[src/design/infix_to_postfix_converter_top_macros.svh]
// ----------------------------------------------------------------------------
// Assertion macros for the infix to postfix converter
// Concurrent checks on the converter clock with reset disable.
// ----------------------------------------------------------------------------
`ifndef INFIX_TO_POSTFIX_CONVERTER_TOP_MACROS_SVH
`define INFIX_TO_POSTFIX_CONVERTER_TOP_MACROS_SVH

// same-cycle implication
`define ITP_ASSERT_IMP(label, ante, cons, msg) \
  label: assert property (@(posedge clk) disable iff (rst) (ante) |-> (cons)) \
    else $error(msg);

// next-cycle implication
`define ITP_ASSERT_NXT(label, ante, cons, msg) \
  label: assert property (@(posedge clk) disable iff (rst) (ante) |=> (cons)) \
    else $error(msg);

`endif

[src/design/itp_pkg.sv]
// ----------------------------------------------------------------------------
// itp_pkg
// Shared types, token codes and sizes of the infix to postfix converter.
// ----------------------------------------------------------------------------
`timescale 1ns / 1ps
`default_nettype none

package itp_pkg;

  localparam int KIND_W      = 4;
  localparam int OUT_W       = 3;
  localparam int NUM_W       = 64;

  localparam int STACK_DEPTH = 32;
  localparam int CNT_W       = $clog2(STACK_DEPTH + 1);
  localparam int IDX_W       = $clog2(STACK_DEPTH);

  localparam int TQ_DEPTH    = 2;
  localparam int TQ_PTR_W    = $clog2(TQ_DEPTH);
  localparam int TQ_CNT_W    = $clog2(TQ_DEPTH + 1);

  localparam int RQ_DEPTH    = 4;
  localparam int RQ_PTR_W    = $clog2(RQ_DEPTH);
  localparam int RQ_CNT_W    = $clog2(RQ_DEPTH + 1);

  localparam logic [KIND_W-1:0] KIND_NUMBER   = 4'd0;
  localparam logic [KIND_W-1:0] KIND_PLUS     = 4'd1;
  localparam logic [KIND_W-1:0] KIND_MINUS    = 4'd2;
  localparam logic [KIND_W-1:0] KIND_TIMES    = 4'd3;
  localparam logic [KIND_W-1:0] KIND_DIVIDE   = 4'd4;
  localparam logic [KIND_W-1:0] KIND_POWER    = 4'd5;
  localparam logic [KIND_W-1:0] KIND_OPEN     = 4'd6;
  localparam logic [KIND_W-1:0] KIND_SIN_OPEN = 4'd7;
  localparam logic [KIND_W-1:0] KIND_COS_OPEN = 4'd8;
  localparam logic [KIND_W-1:0] KIND_CLOSE    = 4'd9;

  localparam logic [OUT_W-1:0] OUT_NUMBER = 3'd0;
  localparam logic [OUT_W-1:0] OUT_SIN    = 3'd6;
  localparam logic [OUT_W-1:0] OUT_COS    = 3'd7;

  typedef enum logic [2:0] {
    CLS_NONE,
    CLS_NUM,
    CLS_OP,
    CLS_OPEN,
    CLS_CLOSE
  } cls_t;

  typedef struct packed {
    logic [KIND_W-1:0] kind;
    cls_t              cls;
    logic [NUM_W-1:0]  number;
    logic              expr_end;
  } token_t;

  typedef struct packed {
    logic [OUT_W-1:0] kind;
    logic [NUM_W-1:0] number;
    logic             run_last;
    logic             expr_done;
    logic             err;
  } result_t;

  function automatic logic [2:0] prec_of(input logic [KIND_W-1:0] code);
    logic [2:0] p;
    case (code) inside
      KIND_PLUS, KIND_MINUS:  p = 3'd2;
      KIND_TIMES, KIND_DIVIDE: p = 3'd3;
      KIND_POWER:             p = 3'd4;
      default:                p = 3'd1;
    endcase
    return p;
  endfunction

  function automatic logic is_opener(input logic [KIND_W-1:0] code);
    return (code == KIND_OPEN) || (code == KIND_SIN_OPEN) || (code == KIND_COS_OPEN);
  endfunction

endpackage

`default_nettype wire

[src/design/itp_front.sv]
// ----------------------------------------------------------------------------
// itp_front
// Input token queue: accepts items, classifies the token kind, holds them
// until the stack engine takes them.
// ----------------------------------------------------------------------------
`timescale 1ns / 1ps
`default_nettype none

module itp_front
  import itp_pkg::*;
(
  input  logic              clk,
  input  logic              rst,
  input  logic              push,
  output logic              full,
  input  logic [KIND_W-1:0] token_kind,
  input  logic [NUM_W-1:0]  number_bits,
  input  logic              expression_end,
  output logic              tok_valid,
  output token_t            tok_head,
  input  logic              tok_take
);

  token_t                q [TQ_DEPTH];
  logic [TQ_PTR_W-1:0]   wr_ptr;
  logic [TQ_PTR_W-1:0]   rd_ptr;
  logic [TQ_CNT_W-1:0]   cnt;
  cls_t                  cls;
  logic                  wr_en;
  logic                  rd_en;

  always_comb begin
    unique case (token_kind) inside
      KIND_NUMBER:                                           cls = CLS_NUM;
      KIND_PLUS, KIND_MINUS, KIND_TIMES, KIND_DIVIDE, KIND_POWER: cls = CLS_OP;
      KIND_OPEN, KIND_SIN_OPEN, KIND_COS_OPEN:               cls = CLS_OPEN;
      KIND_CLOSE:                                            cls = CLS_CLOSE;
      default:                                               cls = CLS_NONE;
    endcase
  end

  assign full      = (cnt == TQ_CNT_W'(TQ_DEPTH));
  assign tok_valid = (cnt != '0);
  assign tok_head  = q[rd_ptr];
  assign wr_en     = push && !full;
  assign rd_en     = tok_take && tok_valid;

  always_ff @(posedge clk) begin
    if (rst) begin
      wr_ptr <= '0;
      rd_ptr <= '0;
      cnt    <= '0;
    end else begin
      if (wr_en) begin
        wr_ptr <= (wr_ptr == TQ_PTR_W'(TQ_DEPTH - 1)) ? '0 : wr_ptr + TQ_PTR_W'(1);
      end
      if (rd_en) begin
        rd_ptr <= (rd_ptr == TQ_PTR_W'(TQ_DEPTH - 1)) ? '0 : rd_ptr + TQ_PTR_W'(1);
      end
      if (wr_en && !rd_en) begin
        cnt <= cnt + TQ_CNT_W'(1);
      end else if (rd_en && !wr_en) begin
        cnt <= cnt - TQ_CNT_W'(1);
      end
    end
    if (wr_en) begin
      q[wr_ptr] <= '{kind: token_kind, cls: cls, number: number_bits,
                     expr_end: expression_end};
    end
  end

endmodule

`default_nettype wire

[src/design/itp_stack.sv]
// ----------------------------------------------------------------------------
// itp_stack
// Operator stack engine: pops one stack entry per cycle (an emitted entry only while the result side has room),
// pushes operators and openers, and builds result items with their run and error flags.
// ----------------------------------------------------------------------------
`timescale 1ns / 1ps
`default_nettype none

`include "infix_to_postfix_converter_top_macros.svh"

module itp_stack
  import itp_pkg::*;
(
  input  logic    clk,
  input  logic    rst,
  input  logic    tok_valid,
  input  token_t  tok_head,
  output logic    tok_take,
  output logic    res_wr,
  output result_t res_data,
  input  logic    res_full
);

  typedef enum logic [2:0] {
    S_IDLE,
    S_NUM,
    S_OP,
    S_OPEN,
    S_CLOSE,
    S_FLUSH
  } state_t;

  state_t            state, state_next;
  logic [CNT_W-1:0]  stack_cnt, stack_cnt_next;
  logic [CNT_W-1:0]  open_cnt, open_cnt_next;
  logic [KIND_W-1:0] top, top_next;
  logic [KIND_W-1:0] below;
  logic [KIND_W-1:0] mem [STACK_DEPTH];
  logic              error_seen, error_seen_next;
  token_t            tok, tok_next;
  logic              tok_err, tok_err_next;
  logic              tok_has, tok_has_next;
  result_t           pend, pend_next;
  logic              pend_v, pend_v_next;

  logic              has_top;
  logic              stk_full;
  logic              room;
  logic              pred_err;
  logic              do_push;
  logic              do_pop;
  logic [KIND_W-1:0] push_code;
  logic              emit;
  logic [OUT_W-1:0]  emit_kind;
  logic              end_step;
  logic              finish;
  logic [CNT_W-1:0]  wa_full;
  logic [CNT_W-1:0]  ra_full;
  logic              mem_we;
  logic [IDX_W-1:0]  mem_wa;
  logic [IDX_W-1:0]  mem_ra;
  logic              flush_done;
  logic              idle_clear;

  assign has_top  = (stack_cnt != '0);
  assign stk_full = (stack_cnt == CNT_W'(STACK_DEPTH));
  assign room     = !pend_v || !res_full;

  always_comb begin
    pred_err = 1'b0;
    case (tok_head.cls)
      CLS_CLOSE: pred_err = (open_cnt == '0);
      CLS_OPEN:  pred_err = stk_full;
      CLS_OP:    pred_err = stk_full && !(prec_of(top) >= prec_of(tok_head.kind));
      default:   pred_err = 1'b0;
    endcase
  end

  always_comb begin
    state_next      = state;
    tok_next        = tok;
    tok_err_next    = tok_err;
    tok_has_next    = tok_has;
    error_seen_next = error_seen;
    tok_take        = 1'b0;
    do_push         = 1'b0;
    do_pop          = 1'b0;
    push_code       = tok.kind;
    emit            = 1'b0;
    emit_kind       = top[OUT_W-1:0];
    end_step        = 1'b0;
    finish          = 1'b0;

    unique case (state)
      S_IDLE: begin
        if (tok_valid) begin
          tok_take        = 1'b1;
          tok_next        = tok_head;
          tok_err_next    = error_seen || pred_err;
          error_seen_next = error_seen || pred_err;
          tok_has_next    = 1'b0;
          case (tok_head.cls)
            CLS_OP:    state_next = S_OP;
            CLS_OPEN:  state_next = S_OPEN;
            CLS_CLOSE: state_next = S_CLOSE;
            default:   state_next = S_NUM;
          endcase
        end
      end
      S_NUM: begin
        if (tok.cls != CLS_NUM) begin
          end_step = 1'b1;
        end else if (room) begin
          emit      = 1'b1;
          emit_kind = OUT_NUMBER;
          end_step  = 1'b1;
        end
      end
      S_OP: begin
        if (has_top && (prec_of(top) >= prec_of(tok.kind))) begin
          if (room) begin
            do_pop = 1'b1;
            emit   = 1'b1;
          end
        end else begin
          do_push  = !stk_full;
          end_step = 1'b1;
        end
      end
      S_OPEN: begin
        do_push  = !stk_full;
        end_step = 1'b1;
      end
      S_CLOSE: begin
        if (has_top && !is_opener(top)) begin
          if (room) begin
            do_pop = 1'b1;
            emit   = 1'b1;
          end
        end else if (!has_top) begin
          end_step = 1'b1;
        end else if (top == KIND_SIN_OPEN || top == KIND_COS_OPEN) begin
          if (room) begin
            do_pop    = 1'b1;
            emit      = 1'b1;
            emit_kind = (top == KIND_SIN_OPEN) ? OUT_SIN : OUT_COS;
            end_step  = 1'b1;
          end
        end else begin
          do_pop   = 1'b1;
          end_step = 1'b1;
        end
      end
      S_FLUSH: begin
        if (has_top) begin
          if (is_opener(top)) begin
            do_pop = 1'b1;
          end else if (room) begin
            do_pop = 1'b1;
            emit   = 1'b1;
          end
        end else begin
          finish = 1'b1;
        end
      end
      default: state_next = S_IDLE;
    endcase

    if (emit) begin
      tok_has_next = 1'b1;
    end
    if (end_step) begin
      if (tok.expr_end) begin
        state_next = S_FLUSH;
      end else begin
        finish = 1'b1;
      end
    end
    if (finish) begin
      state_next = S_IDLE;
      if (tok.expr_end) begin
        error_seen_next = 1'b0;
      end
    end
  end

  // result staging: the newest result waits until its run flags are known
  always_comb begin
    pend_next   = pend;
    pend_v_next = pend_v;
    res_wr      = 1'b0;
    res_data    = pend;
    if (emit) begin
      res_wr       = pend_v;
      pend_v_next  = 1'b1;
      pend_next    = '{kind: emit_kind,
                       number: (emit_kind == OUT_NUMBER) ? tok.number : '0,
                       run_last: 1'b0, expr_done: 1'b0, err: tok_err};
    end else if (pend_v && pend.run_last && !res_full) begin
      res_wr      = 1'b1;
      pend_v_next = 1'b0;
    end
    if (finish && (emit || tok_has)) begin
      pend_next.run_last  = 1'b1;
      pend_next.expr_done = tok.expr_end;
    end
  end

  always_comb begin
    top_next       = top;
    stack_cnt_next = stack_cnt;
    open_cnt_next  = open_cnt;
    if (do_pop) begin
      top_next       = below;
      stack_cnt_next = stack_cnt - CNT_W'(1);
      if (is_opener(top)) begin
        open_cnt_next = open_cnt - CNT_W'(1);
      end
    end
    if (do_push) begin
      top_next       = push_code;
      stack_cnt_next = stack_cnt + CNT_W'(1);
      if (is_opener(push_code)) begin
        open_cnt_next = open_cnt + CNT_W'(1);
      end
    end
  end

  assign wa_full = stack_cnt - CNT_W'(1);
  assign ra_full = stack_cnt_next - CNT_W'(2);
  assign mem_we  = do_push && has_top;
  assign mem_wa  = wa_full[IDX_W-1:0];
  assign mem_ra  = ra_full[IDX_W-1:0];

  // entries below the cached top; read port tracks the next-to-top entry
  always_ff @(posedge clk) begin
    if (mem_we) begin
      mem[mem_wa] <= top;
    end
    if (mem_we && (mem_wa == mem_ra)) begin
      below <= top;
    end else begin
      below <= mem[mem_ra];
    end
  end

  always_ff @(posedge clk) begin
    if (rst) begin
      state      <= S_IDLE;
      stack_cnt  <= '0;
      open_cnt   <= '0;
      error_seen <= 1'b0;
      tok_has    <= 1'b0;
      pend_v     <= 1'b0;
    end else begin
      state      <= state_next;
      stack_cnt  <= stack_cnt_next;
      open_cnt   <= open_cnt_next;
      error_seen <= error_seen_next;
      tok_has    <= tok_has_next;
      pend_v     <= pend_v_next;
    end
    top     <= top_next;
    tok     <= tok_next;
    tok_err <= tok_err_next;
    pend    <= pend_next;
  end

  assign flush_done = (state == S_FLUSH) && !has_top;
  assign idle_clear = (state == S_IDLE) && !error_seen && !has_top;

  `ITP_ASSERT_IMP(a_open_within_stack, 1'b1, open_cnt <= stack_cnt, "openers exceed depth")
  `ITP_ASSERT_IMP(a_write_has_room, res_wr, !res_full, "result written into a full queue")
  `ITP_ASSERT_NXT(a_flush_clears, flush_done, idle_clear, "flush left state behind")
  `ITP_ASSERT_IMP(a_idle_pend_final, state == S_IDLE && pend_v, pend.run_last, "open result idle")

endmodule

`default_nettype wire

[src/design/itp_out_q.sv]
// ----------------------------------------------------------------------------
// itp_out_q
// Result queue between the stack engine and the receiver.
// ----------------------------------------------------------------------------
`timescale 1ns / 1ps
`default_nettype none

module itp_out_q
  import itp_pkg::*;
(
  input  logic             clk,
  input  logic             rst,
  input  logic             res_wr,
  input  result_t          res_data,
  output logic             res_full,
  output logic             empty,
  input  logic             pop,
  output logic [OUT_W-1:0] out_kind,
  output logic [NUM_W-1:0] out_number,
  output logic             run_last,
  output logic             expression_done,
  output logic             stack_error
);

  result_t             q [RQ_DEPTH];
  result_t             head;
  logic [RQ_PTR_W-1:0] wr_ptr;
  logic [RQ_PTR_W-1:0] rd_ptr;
  logic [RQ_CNT_W-1:0] cnt;
  logic                wr_en;
  logic                rd_en;

  assign res_full        = (cnt == RQ_CNT_W'(RQ_DEPTH));
  assign empty           = (cnt == '0);
  assign wr_en           = res_wr && !res_full;
  assign rd_en           = pop && !empty;
  assign head            = q[rd_ptr];
  assign out_kind        = head.kind;
  assign out_number      = head.number;
  assign run_last        = head.run_last;
  assign expression_done = head.expr_done;
  assign stack_error     = head.err;

  always_ff @(posedge clk) begin
    if (rst) begin
      wr_ptr <= '0;
      rd_ptr <= '0;
      cnt    <= '0;
    end else begin
      if (wr_en) begin
        wr_ptr <= (wr_ptr == RQ_PTR_W'(RQ_DEPTH - 1)) ? '0 : wr_ptr + RQ_PTR_W'(1);
      end
      if (rd_en) begin
        rd_ptr <= (rd_ptr == RQ_PTR_W'(RQ_DEPTH - 1)) ? '0 : rd_ptr + RQ_PTR_W'(1);
      end
      if (wr_en && !rd_en) begin
        cnt <= cnt + RQ_CNT_W'(1);
      end else if (rd_en && !wr_en) begin
        cnt <= cnt - RQ_CNT_W'(1);
      end
    end
    if (wr_en) begin
      q[wr_ptr] <= res_data;
    end
  end

endmodule

`default_nettype wire

[src/design/infix_to_postfix_converter_top.sv]
// ----------------------------------------------------------------------------
// infix_to_postfix_converter_top
// Usage: write infix tokens into the input queue (push while full is low),
// one token per item; read postfix tokens from the result queue (pop while
// empty is low). Each result carries run_last on the last item caused by a
// token, expression_done on the last item of an expression, and the sticky
// stack_error flag, which clears after an end-marked token.
// Processing: the stack engine takes a token only while idle, then pops
// entries one at a time (precedence pops, operators popped by a close and
// every entry of the end-of-expression flush); the opener a close drops is
// popped in the token's last step, and one more step closes a flush. The
// stack does one read/write per cycle. Operators are pushed once and
// popped once.
// Reset: synchronous; empties both queues, the operator stack and the
// error flag. No clearing pass is needed.
// Receiver stall: results collect in a 4-item queue plus one staging
// register; the engine then holds, and the 2-item input queue raises full.
// ----------------------------------------------------------------------------
`timescale 1ns / 1ps
`default_nettype none

module infix_to_postfix_converter_top
  import itp_pkg::*;
(
  input  logic              clk,
  input  logic              rst,
  input  logic              push,
  output logic              full,
  input  logic [KIND_W-1:0] token_kind,
  input  logic [NUM_W-1:0]  number_bits,
  input  logic              expression_end,
  output logic              empty,
  input  logic              pop,
  output logic [OUT_W-1:0]  out_kind,
  output logic [NUM_W-1:0]  out_number,
  output logic              run_last,
  output logic              expression_done,
  output logic              stack_error
);

  logic    tok_valid;
  token_t  tok_head;
  logic    tok_take;
  logic    res_wr;
  result_t res_data;
  logic    res_full;

  itp_front u_front (
    .clk            (clk),
    .rst            (rst),
    .push           (push),
    .full           (full),
    .token_kind     (token_kind),
    .number_bits    (number_bits),
    .expression_end (expression_end),
    .tok_valid      (tok_valid),
    .tok_head       (tok_head),
    .tok_take       (tok_take)
  );

  itp_stack u_stack (
    .clk       (clk),
    .rst       (rst),
    .tok_valid (tok_valid),
    .tok_head  (tok_head),
    .tok_take  (tok_take),
    .res_wr    (res_wr),
    .res_data  (res_data),
    .res_full  (res_full)
  );

  itp_out_q u_out_q (
    .clk             (clk),
    .rst             (rst),
    .res_wr          (res_wr),
    .res_data        (res_data),
    .res_full        (res_full),
    .empty           (empty),
    .pop             (pop),
    .out_kind        (out_kind),
    .out_number      (out_number),
    .run_last        (run_last),
    .expression_done (expression_done),
    .stack_error     (stack_error)
  );

endmodule

`default_nettype wire
[config.mk]
export PLATFORM = sky130hd
export DESIGN_NAME = infix_to_postfix_converter_top
export DESIGN_NICKNAME = d
export VERILOG_FILES = /design/src/design/itp_pkg.sv /design/src/design/itp_front.sv /design/src/design/itp_stack.sv /design/src/design/itp_out_q.sv /design/src/design/infix_to_postfix_converter_top.sv
export VERILOG_INCLUDE_DIRS = /design/src /design/src/design
export SDC_FILE = /design/constraint.sdc
export NUM_CORES = 1
export LEC_CHECK = 0
export ABC_CLOCK_PERIOD_IN_PS = 10470
export BUFFER_PORTS_ARGS = -buffer_cell sky130_fd_sc_hd__buf_2
export CAP_MARGIN = 30
export CORE_MARGIN = 2
export CORE_UTILIZATION = 55
export DETAILED_ROUTE_END_ITERATION = 8
export GPL_TIMING_DRIVEN = 0
export PLACE_DENSITY_LB_ADDON = 0.12
export SLEW_MARGIN = 15
export SYNTH_ARGS = -nofsm -noshare
export SYNTH_HDL_FRONTEND = slang
export SYNTH_HIERARCHICAL = 1
export SYNTH_SLANG_ARGS = --single-unit
export TNS_END_PERCENT = 5
[constraint.sdc]
create_clock -name clk -period 10.47 [get_ports clk]
set_input_delay 1.5705 -clock clk [delete_from_list [all_inputs] [get_ports clk]]
set_output_delay 1.5705 -clock clk [all_outputs]
set_load 0.05 [all_outputs]
Yosys cells after proc, flatten, opt, wreduce, memory -nomap -nowiden
Memory sizes are Yosys's and may differ from the RTL's. A register that Yosys moved wholly into a read port is not among the register bits. Cells that the tools add are included.

Register bits after elaboration: 176. RAM bits: 552. Input port bits: 73. Output and inout port bits: 72. Word-level logic and storage cells: 240. Memories: 3.

Memory list: u_out_q.q (words 4, bits a word 70, read ports 1, clocked after memory_dff 1, wr ports 1, RTL line itp_out_q.sv:25) `result_t q [RQ_DEPTH];`; u_front.q (words 2, bits a word 72, read ports 1, clocked after memory_dff 1, wr ports 1, RTL line itp_front.sv:24) `token_t q [TQ_DEPTH];`; u_stack.mem (words 32, bits a word 4, read ports 1, clocked after memory_dff 1, wr ports 1, RTL line itp_stack.sv:38) `logic [KIND_W-1:0] mem [STACK_DEPTH];`.

$add $sub $neg: 13. $lt $le $gt $ge: 2. Equal/unequal tests: 44. Multiplexer cells: 95. Reductions and logical operators: 60.

Operators with widths (count): two-way mux 3 bit (24); equality test 4 x 3 -> 1 bit, second input constant (14); two-way mux 1 bit (47); two-way mux 6 bit (6); equality test 4 x 2 -> 1 bit, second input constant (8); equality test 4 x 1 -> 1 bit, second input constant (4); equality test 4 bit, second input constant (4); nonzero test 2 bit (8); logical AND 1 bit (15); two-way mux 2 bit (7); OR reduction 2 bit (7); adder 6 x 1 -> 6 bit, second input constant (2); equality test 3 x 2 -> 1 bit, second input constant (4); equality test 3 bit, second input constant (4); case mux 3 bit (2 select lines) (2); case mux 3 bit (4 select lines) (1); subtractor 6 x 1 -> 6 bit, second input constant (2); logical NOT 1 bit (11); OR reduction 5 bit (2); logical NOT 3 bit (3); case mux 3 bit (3 select lines) (1); logical OR 1 bit (8); two-way mux 4 bit (2); case mux 1 bit (4 select lines) (2); 18 further kinds (26).

Longest topological paths before layout
Word-level depth: 15. Depth in mapped cells: 20. Mapped depth without buffers: 19.

Hierarchy
Netlist, hierarchy kept.

Modules (own cells, without submodules): itp_stack (times used 1, cells an instance 717, area each 12036.5 um^2, seq. area each 8708.4 um^2); itp_out_q (times used 1, cells an instance 416, area each 10576.4 um^2, seq. area each 8588.2 um^2); itp_front (times used 1, cells an instance 255, area each 5432.7 um^2, seq. area each 4424.2 um^2).

Least setup slack after synthesis
OpenSTA, ideal clock, no wires.

Path type: register -> register. From: reg u_stack.top[1]. To: reg u_out_q.cnt[2]. Arrival: 7.338 ns. Slack: 3.062 ns. Stages on the path, launching flop included: 21. Buffers on the path: 1. Clock period less this slack: 7.408 ns. Cell sequence: edfxtp_1 buf_2 inv_1 or3_1 a21oi_1 ha_1 nand2b_1 a21o_1 a21oi_1 nor2_1 a21oi_1 o21ai_1 o21a_1 inv_1 nor2_2 ha_1 inv_1 fa_1 xor2_1 or3_2 a21oi_1.

Cells in the longest elaborated chain, start to end: 14. Elaborated cells between the ends (all ways): 35. Those cells by class: 1 x order compare; 8 x eq/ne; 13 x mux; 13 x reduce/logical.

RTL lines: start: declaration (RTL line itp_stack.sv:36) `logic [KIND_W-1:0] top, top_next;`; start signal: assignment (RTL line itp_stack.sv:263) `top <= top_next;`; equality test 4 x 3 -> 1 bit or equality test 4 x 2 -> 1 bit (tied branches) (RTL line itp_stack.sv:120) `if (has_top && (prec_of(top) >= prec_of(tok.kind))) begin`; two-way mux 3 bit or OR reduction 2 bit (tied branches) (RTL line itp_pkg.sv:66) `case (code) inside`; two-way mux 3 bit (2 in series) (RTL line itp_pkg.sv:66); two-way mux 3 bit (RTL line itp_stack.sv:94) `unique case (state)`; greater-or-equal comparator 3 bit (RTL line itp_stack.sv:120); logical AND 1 bit (RTL line itp_stack.sv:120); two-way mux 1 bit (RTL line itp_stack.sv:120); case mux 1 bit (4 select lines) * (RTL line itp_stack.sv:94); via u_stack.emit (RTL line itp_stack.sv:53) `logic emit;`; two-way mux 1 bit * (RTL line itp_stack.sv:193) `if (emit) begin`; via res_wr (RTL line infix_to_postfix_converter_top.sv:44) `logic res_wr;`; logical AND 1 bit * (RTL line itp_out_q.sv:35) `assign wr_en = res_wr && !res_full;`; via u_out_q.wr_en (RTL line itp_out_q.sv:30) `logic wr_en;`; logical NOT 1 bit (RTL line itp_out_q.sv:58) `end else if (rd_en && !wr_en) begin`; logical AND 1 bit (RTL line itp_out_q.sv:58); nonzero test 2 bit (no source line); end signal: assignment (RTL line itp_out_q.sv:57) `cnt <= cnt + RQ_CNT_W'(1);`; end signal: assignment (RTL line itp_out_q.sv:59) `cnt <= cnt - RQ_CNT_W'(1);`; end: declaration (RTL line itp_out_q.sv:29) `logic [RQ_CNT_W-1:0] cnt;`.

Mark *: on every way through the listed nets, which the timed path passes. The rest lies on a longest branch. The select of a mux whose other input is x is not followed. A chain may end at the register's enable or synchronous reset.

Worst setup path after layout
Ends and elaborated chain as after synthesis.

==> impl_metrics.env <==
export IMPL_fin_crit_sh_pct=49.2
export IMPL_ctsHoldBuffers=0
export IMPL_wl_per_cell_um=22.6
export IMPL_postCtsResizedCells=0
export IMPL_syn_to_final_growth_pct=15.4
export IMPL_p_comb_share_pct=22.9
export IMPL_start_util_pct=55.8
export IMPL_firstDrtPassIters=5
export IMPL_core_um2=50300
export IMPL_yosysUniqueCellTypes=79
export IMPL_powerDensity_nw_per_um2=260
export IMPL_hp_class="reg2reg"
export IMPL_clock_root_buffer="clkbuf_16"
export IMPL_die_w_um=230
export IMPL_synth_fp_nets=1482
export IMPL_tritoncts="built"
export IMPL_grt_setup_unrepaired="false"
export IMPL_yosysWarnings=6
export IMPL_grt_max_degree=49
export IMPL_tightest_slew_ns=1.01
export IMPL_period_minus_slack_ns=5.16
export IMPL_max_freq_ghz=0.194
export IMPL_post_route_util_pct=64.4
export IMPL_gp_congestion=0.899
export IMPL_drive_above_1_share_pct=33.1
export IMPL_syn_inst=1388
export IMPL_ir_drop_v=0.000181
export IMPL_finalNonFillerCells=2354
export IMPL_antenna_found_initial=4
export IMPL_p_int_uw=6000
export IMPL_slew_headroom_pct=31.9
export IMPL_htreeDepth=3
export IMPL_hold_viol_final=0
export IMPL_ys_async_sr_fraction_pct=0
export IMPL_setup_tns_ns=0
export IMPL_clock_sinks=736
export IMPL_start_kind="flop"
export IMPL_die_area_um2=52800
export IMPL_ant_nets=0
export IMPL_io_pins=145
export IMPL_vias=13300
export IMPL_dp_slack_ns=4.89
export IMPL_cts_buffer_depth=3
export IMPL_rows=82
export IMPL_multi_input_area_um2=5950
export IMPL_drc=0
export IMPL_post_cts_buffers=0
export IMPL_numCtsBuffers=73
export IMPL_grt_use_total_pct=20.8
export IMPL_synth_seq_cells=736
export IMPL_numPlacedInstances=2218
export IMPL_cp_arrival_ns=5.68
export IMPL_drtIter0Drc=930
export IMPL_end_kind="flop"
export IMPL_finalSetupViolCount=0
export IMPL_status="completed"
export IMPL_nFillCells=3475
export IMPL_overflow=0
export IMPL_p_leak_uw=0.0106
export IMPL_clk_pin_slew_worst_paths_ns=0.06
export IMPL_switching_share_pct=28.7
export IMPL_synth_seq_area_share_pct=77.4
export IMPL_grt_pass1_vias=13500
export IMPL_drv_slew=0
export IMPL_grt_first_pass_wirelength_um=81300
export IMPL_syn_avg_cell_area_um2=20.2
export IMPL_power_switching_uw=2420
export IMPL_clock_power_share_pct=30.0
export IMPL_worst_slack_ns=5.31
export IMPL_syn_area_um2=28000
export IMPL_totalWireLength_um=53200
export IMPL_critPathKind="reg2reg"
export IMPL_fin_skew_ns=0.0276
export IMPL_synthFlopType="edfxtp_1"
export IMPL_worstPathMaxFanout=17
export IMPL_power_share_sequential_pct=47.1
export IMPL_clock_latency_ns=0.61
export IMPL_die_height_um=230
export IMPL_totalPowerFinal_uw=8420
export IMPL_portBuffers=144
export IMPL_hpwl_um=33800
export IMPL_final_nets=1716
export IMPL_drv_cap=0
export IMPL_required_ns=11.00
export IMPL_register_area_um2=21700
export IMPL_drt_vias_per_instance=5.63
export IMPL_synth_edf_count=698
flip-flops by register name, summed over array words and instances (netlist names), named ones only:
| register | cells |
|---|---|
| u_out_q/q | 280 |
| u_front/q | 144 |
| u_stack/mem | 128 |
| u_stack/res_data | 70 |
| u_stack/tok | 68 |
| u_stack/open_cnt | 6 |
| u_stack/stack_cnt | 6 |
| u_stack/push_code | 4 |
| u_stack/top | 4 |
| u_out_q/cnt | 3 |
| u_stack/state | 3 |
| u_front/cnt | 2 |
| u_out_q/rd_ptr | 2 |
| u_out_q/wr_ptr | 2 |
| u_front/rd_ptr | 1 |
| u_front/wr_ptr | 1 |
| u_stack/error_seen | 1 |
| u_stack/pend_v | 1 |
| u_stack/tok_err | 1 |
| u_stack/tok_has | 1 |
critical path, cell delays in order, from the launching register on:
cell      delay (ns)
edfxtp_1        0.69
buf_2           0.32
inv_1           0.08
or3_1           0.36
a21oi_1         0.25
ha_1            0.16
nand2b_1        0.09
a21o_1          0.13
a21oi_1         0.10
nor2_1          0.15
a21oi_1         0.12
o21ai_4         0.49
buf_16          0.23
o21a_1          0.29
inv_1           0.10
nor2_2          0.17
ha_1            0.20
inv_1           0.06
fa_1            0.38
xor2_1          0.17
or3_2           0.41
a21oi_1         0.14
layout by cell type, fill, tap and decap left out, types with 4 or more instances in the layout:
master / instances
bufinv_16: 6
clkbuf_1: 29
nor2b_2: 43
a21oi_1: 23
mux2i_1: 8
buf_2: 165
buf_6: 7
nor3_1: 12
buf_16: 12
nor2b_1: 30
or3_1: 4
ha_1: 20
and3_4: 4
xor2_1: 9
nand3_1: 11
a31oi_1: 5
clkinv_2: 12
nand2_1: 26
clkbuf_16: 74
inv_1: 24
buf_4: 8
nor3b_1: 4
dfxtp_1: 38
mux4_2: 110
clkinv_1: 14
o21ai_1: 4
edfxtp_1: 698
o21ai_0: 17
xnor2_1: 8
nor2_1: 77
mux2_2: 73
nand2b_1: 13
o21a_1: 4
through the flow:
| stage | cell area (µm²) | hold slack [ns] |
|---|---|---|
| 2_1_floorplan | 28000 | 0.400 |
| 3_5_place_dp | 30000 | 0.409 |
| 5_1_grt | 32400 | 0.434 |
| 6_report | 32400 | 0.421 |
| 4_1_cts | 32300 | 0.423 |
| 3_3_place_gp | 29600 | 0.404 |
layer usage:
metal  GRT usage [%]  wire length (µm)
met5               0                 0
met4            5.08               971
met3            3.57              2250
met2            35.1             27000
met1            28.6             23000
Yosys cell counts, drive strengths merged, types with 15 or more instances:
cell type | count | share of area, %
mux4 | 110 | 8.8
dfxtp | 38 | 2.7
nor2b | 73 | 2.0
mux2 | 73 | 2.9
buf | 37 | 0.88
a21oi | 24 | 0.44
nand2 | 27 | 0.37
inv | 26 | 0.35
o21ai | 22 | 0.39
nor3 | 15 | 0.34
edfxtp | 698 | 75
ha | 20 | 0.89
nor2 | 78 | 1.1
path summary, 6_finish.rpt:
path / start / to / slack (ns) / cells after the start
setup / recovery: u_stack/top[1]$_DFFE_PP_ / u_out_q/cnt[2]$_SDFFE_PP0P_ / 5.31 / 21
hold / removal: u_stack/tok_err$_DFFE_PP_ / u_stack/res_data[0]$_DFFE_PP_ / 0.42 / 0
setup reg to reg: u_stack/top[1]$_DFFE_PP_ / u_out_q/cnt[2]$_SDFFE_PP0P_ / 5.31 / 21
hold reg to reg: u_stack/tok_err$_DFFE_PP_ / u_stack/res_data[0]$_DFFE_PP_ / 0.42 / 0
power groups by stage:
| stage | Combinational [µW] | Clock [µW] | Sequential [µW] |
|---|---|---|---|
| 2_1_floorplan | 1360 | 0 | 4000 |
| 3_3_place_gp | 1810 | 0 | 4080 |
| 3_5_place_dp | 1940 | 0 | 4040 |
| 4_1_cts | 1950 | 2580 | 3980 |
| 5_1_grt | 2080 | 2690 | 4010 |
| 6_report | 1930 | 2520 | 3970 |
final cells by class:
| cell class | instances | share of cell area, % |
|---|---|---|
| Clock inverter | 42 | 1.23 |
| Antenna cell | 1 | 0.00773 |
| Tap cell | 672 | 2.60 |
| Multi-Input combinational cell | 575 | 18.4 |
| Sequential cell | 736 | 67.1 |
| Timing Repair Buffer | 159 | 3.40 |
| Clock buffer | 92 | 5.99 |
| Buffer | 50 | 0.916 |
| Inverter | 27 | 0.344 |
cells by family (layout without fill, tap and decap cells):
group,after synthesis,count (layout),synth area share [%]
compound gates,87,87,2.10
xor+xnor,17,17,0.531
fa+ha+maj,22,22,0.999
buf+inv,77,370,1.44
flops,736,736,77.4
mux,191,191,12.0
other cells,0,1,0
simple gates,258,258,5.43
Power figures use the tool's default switching activity.
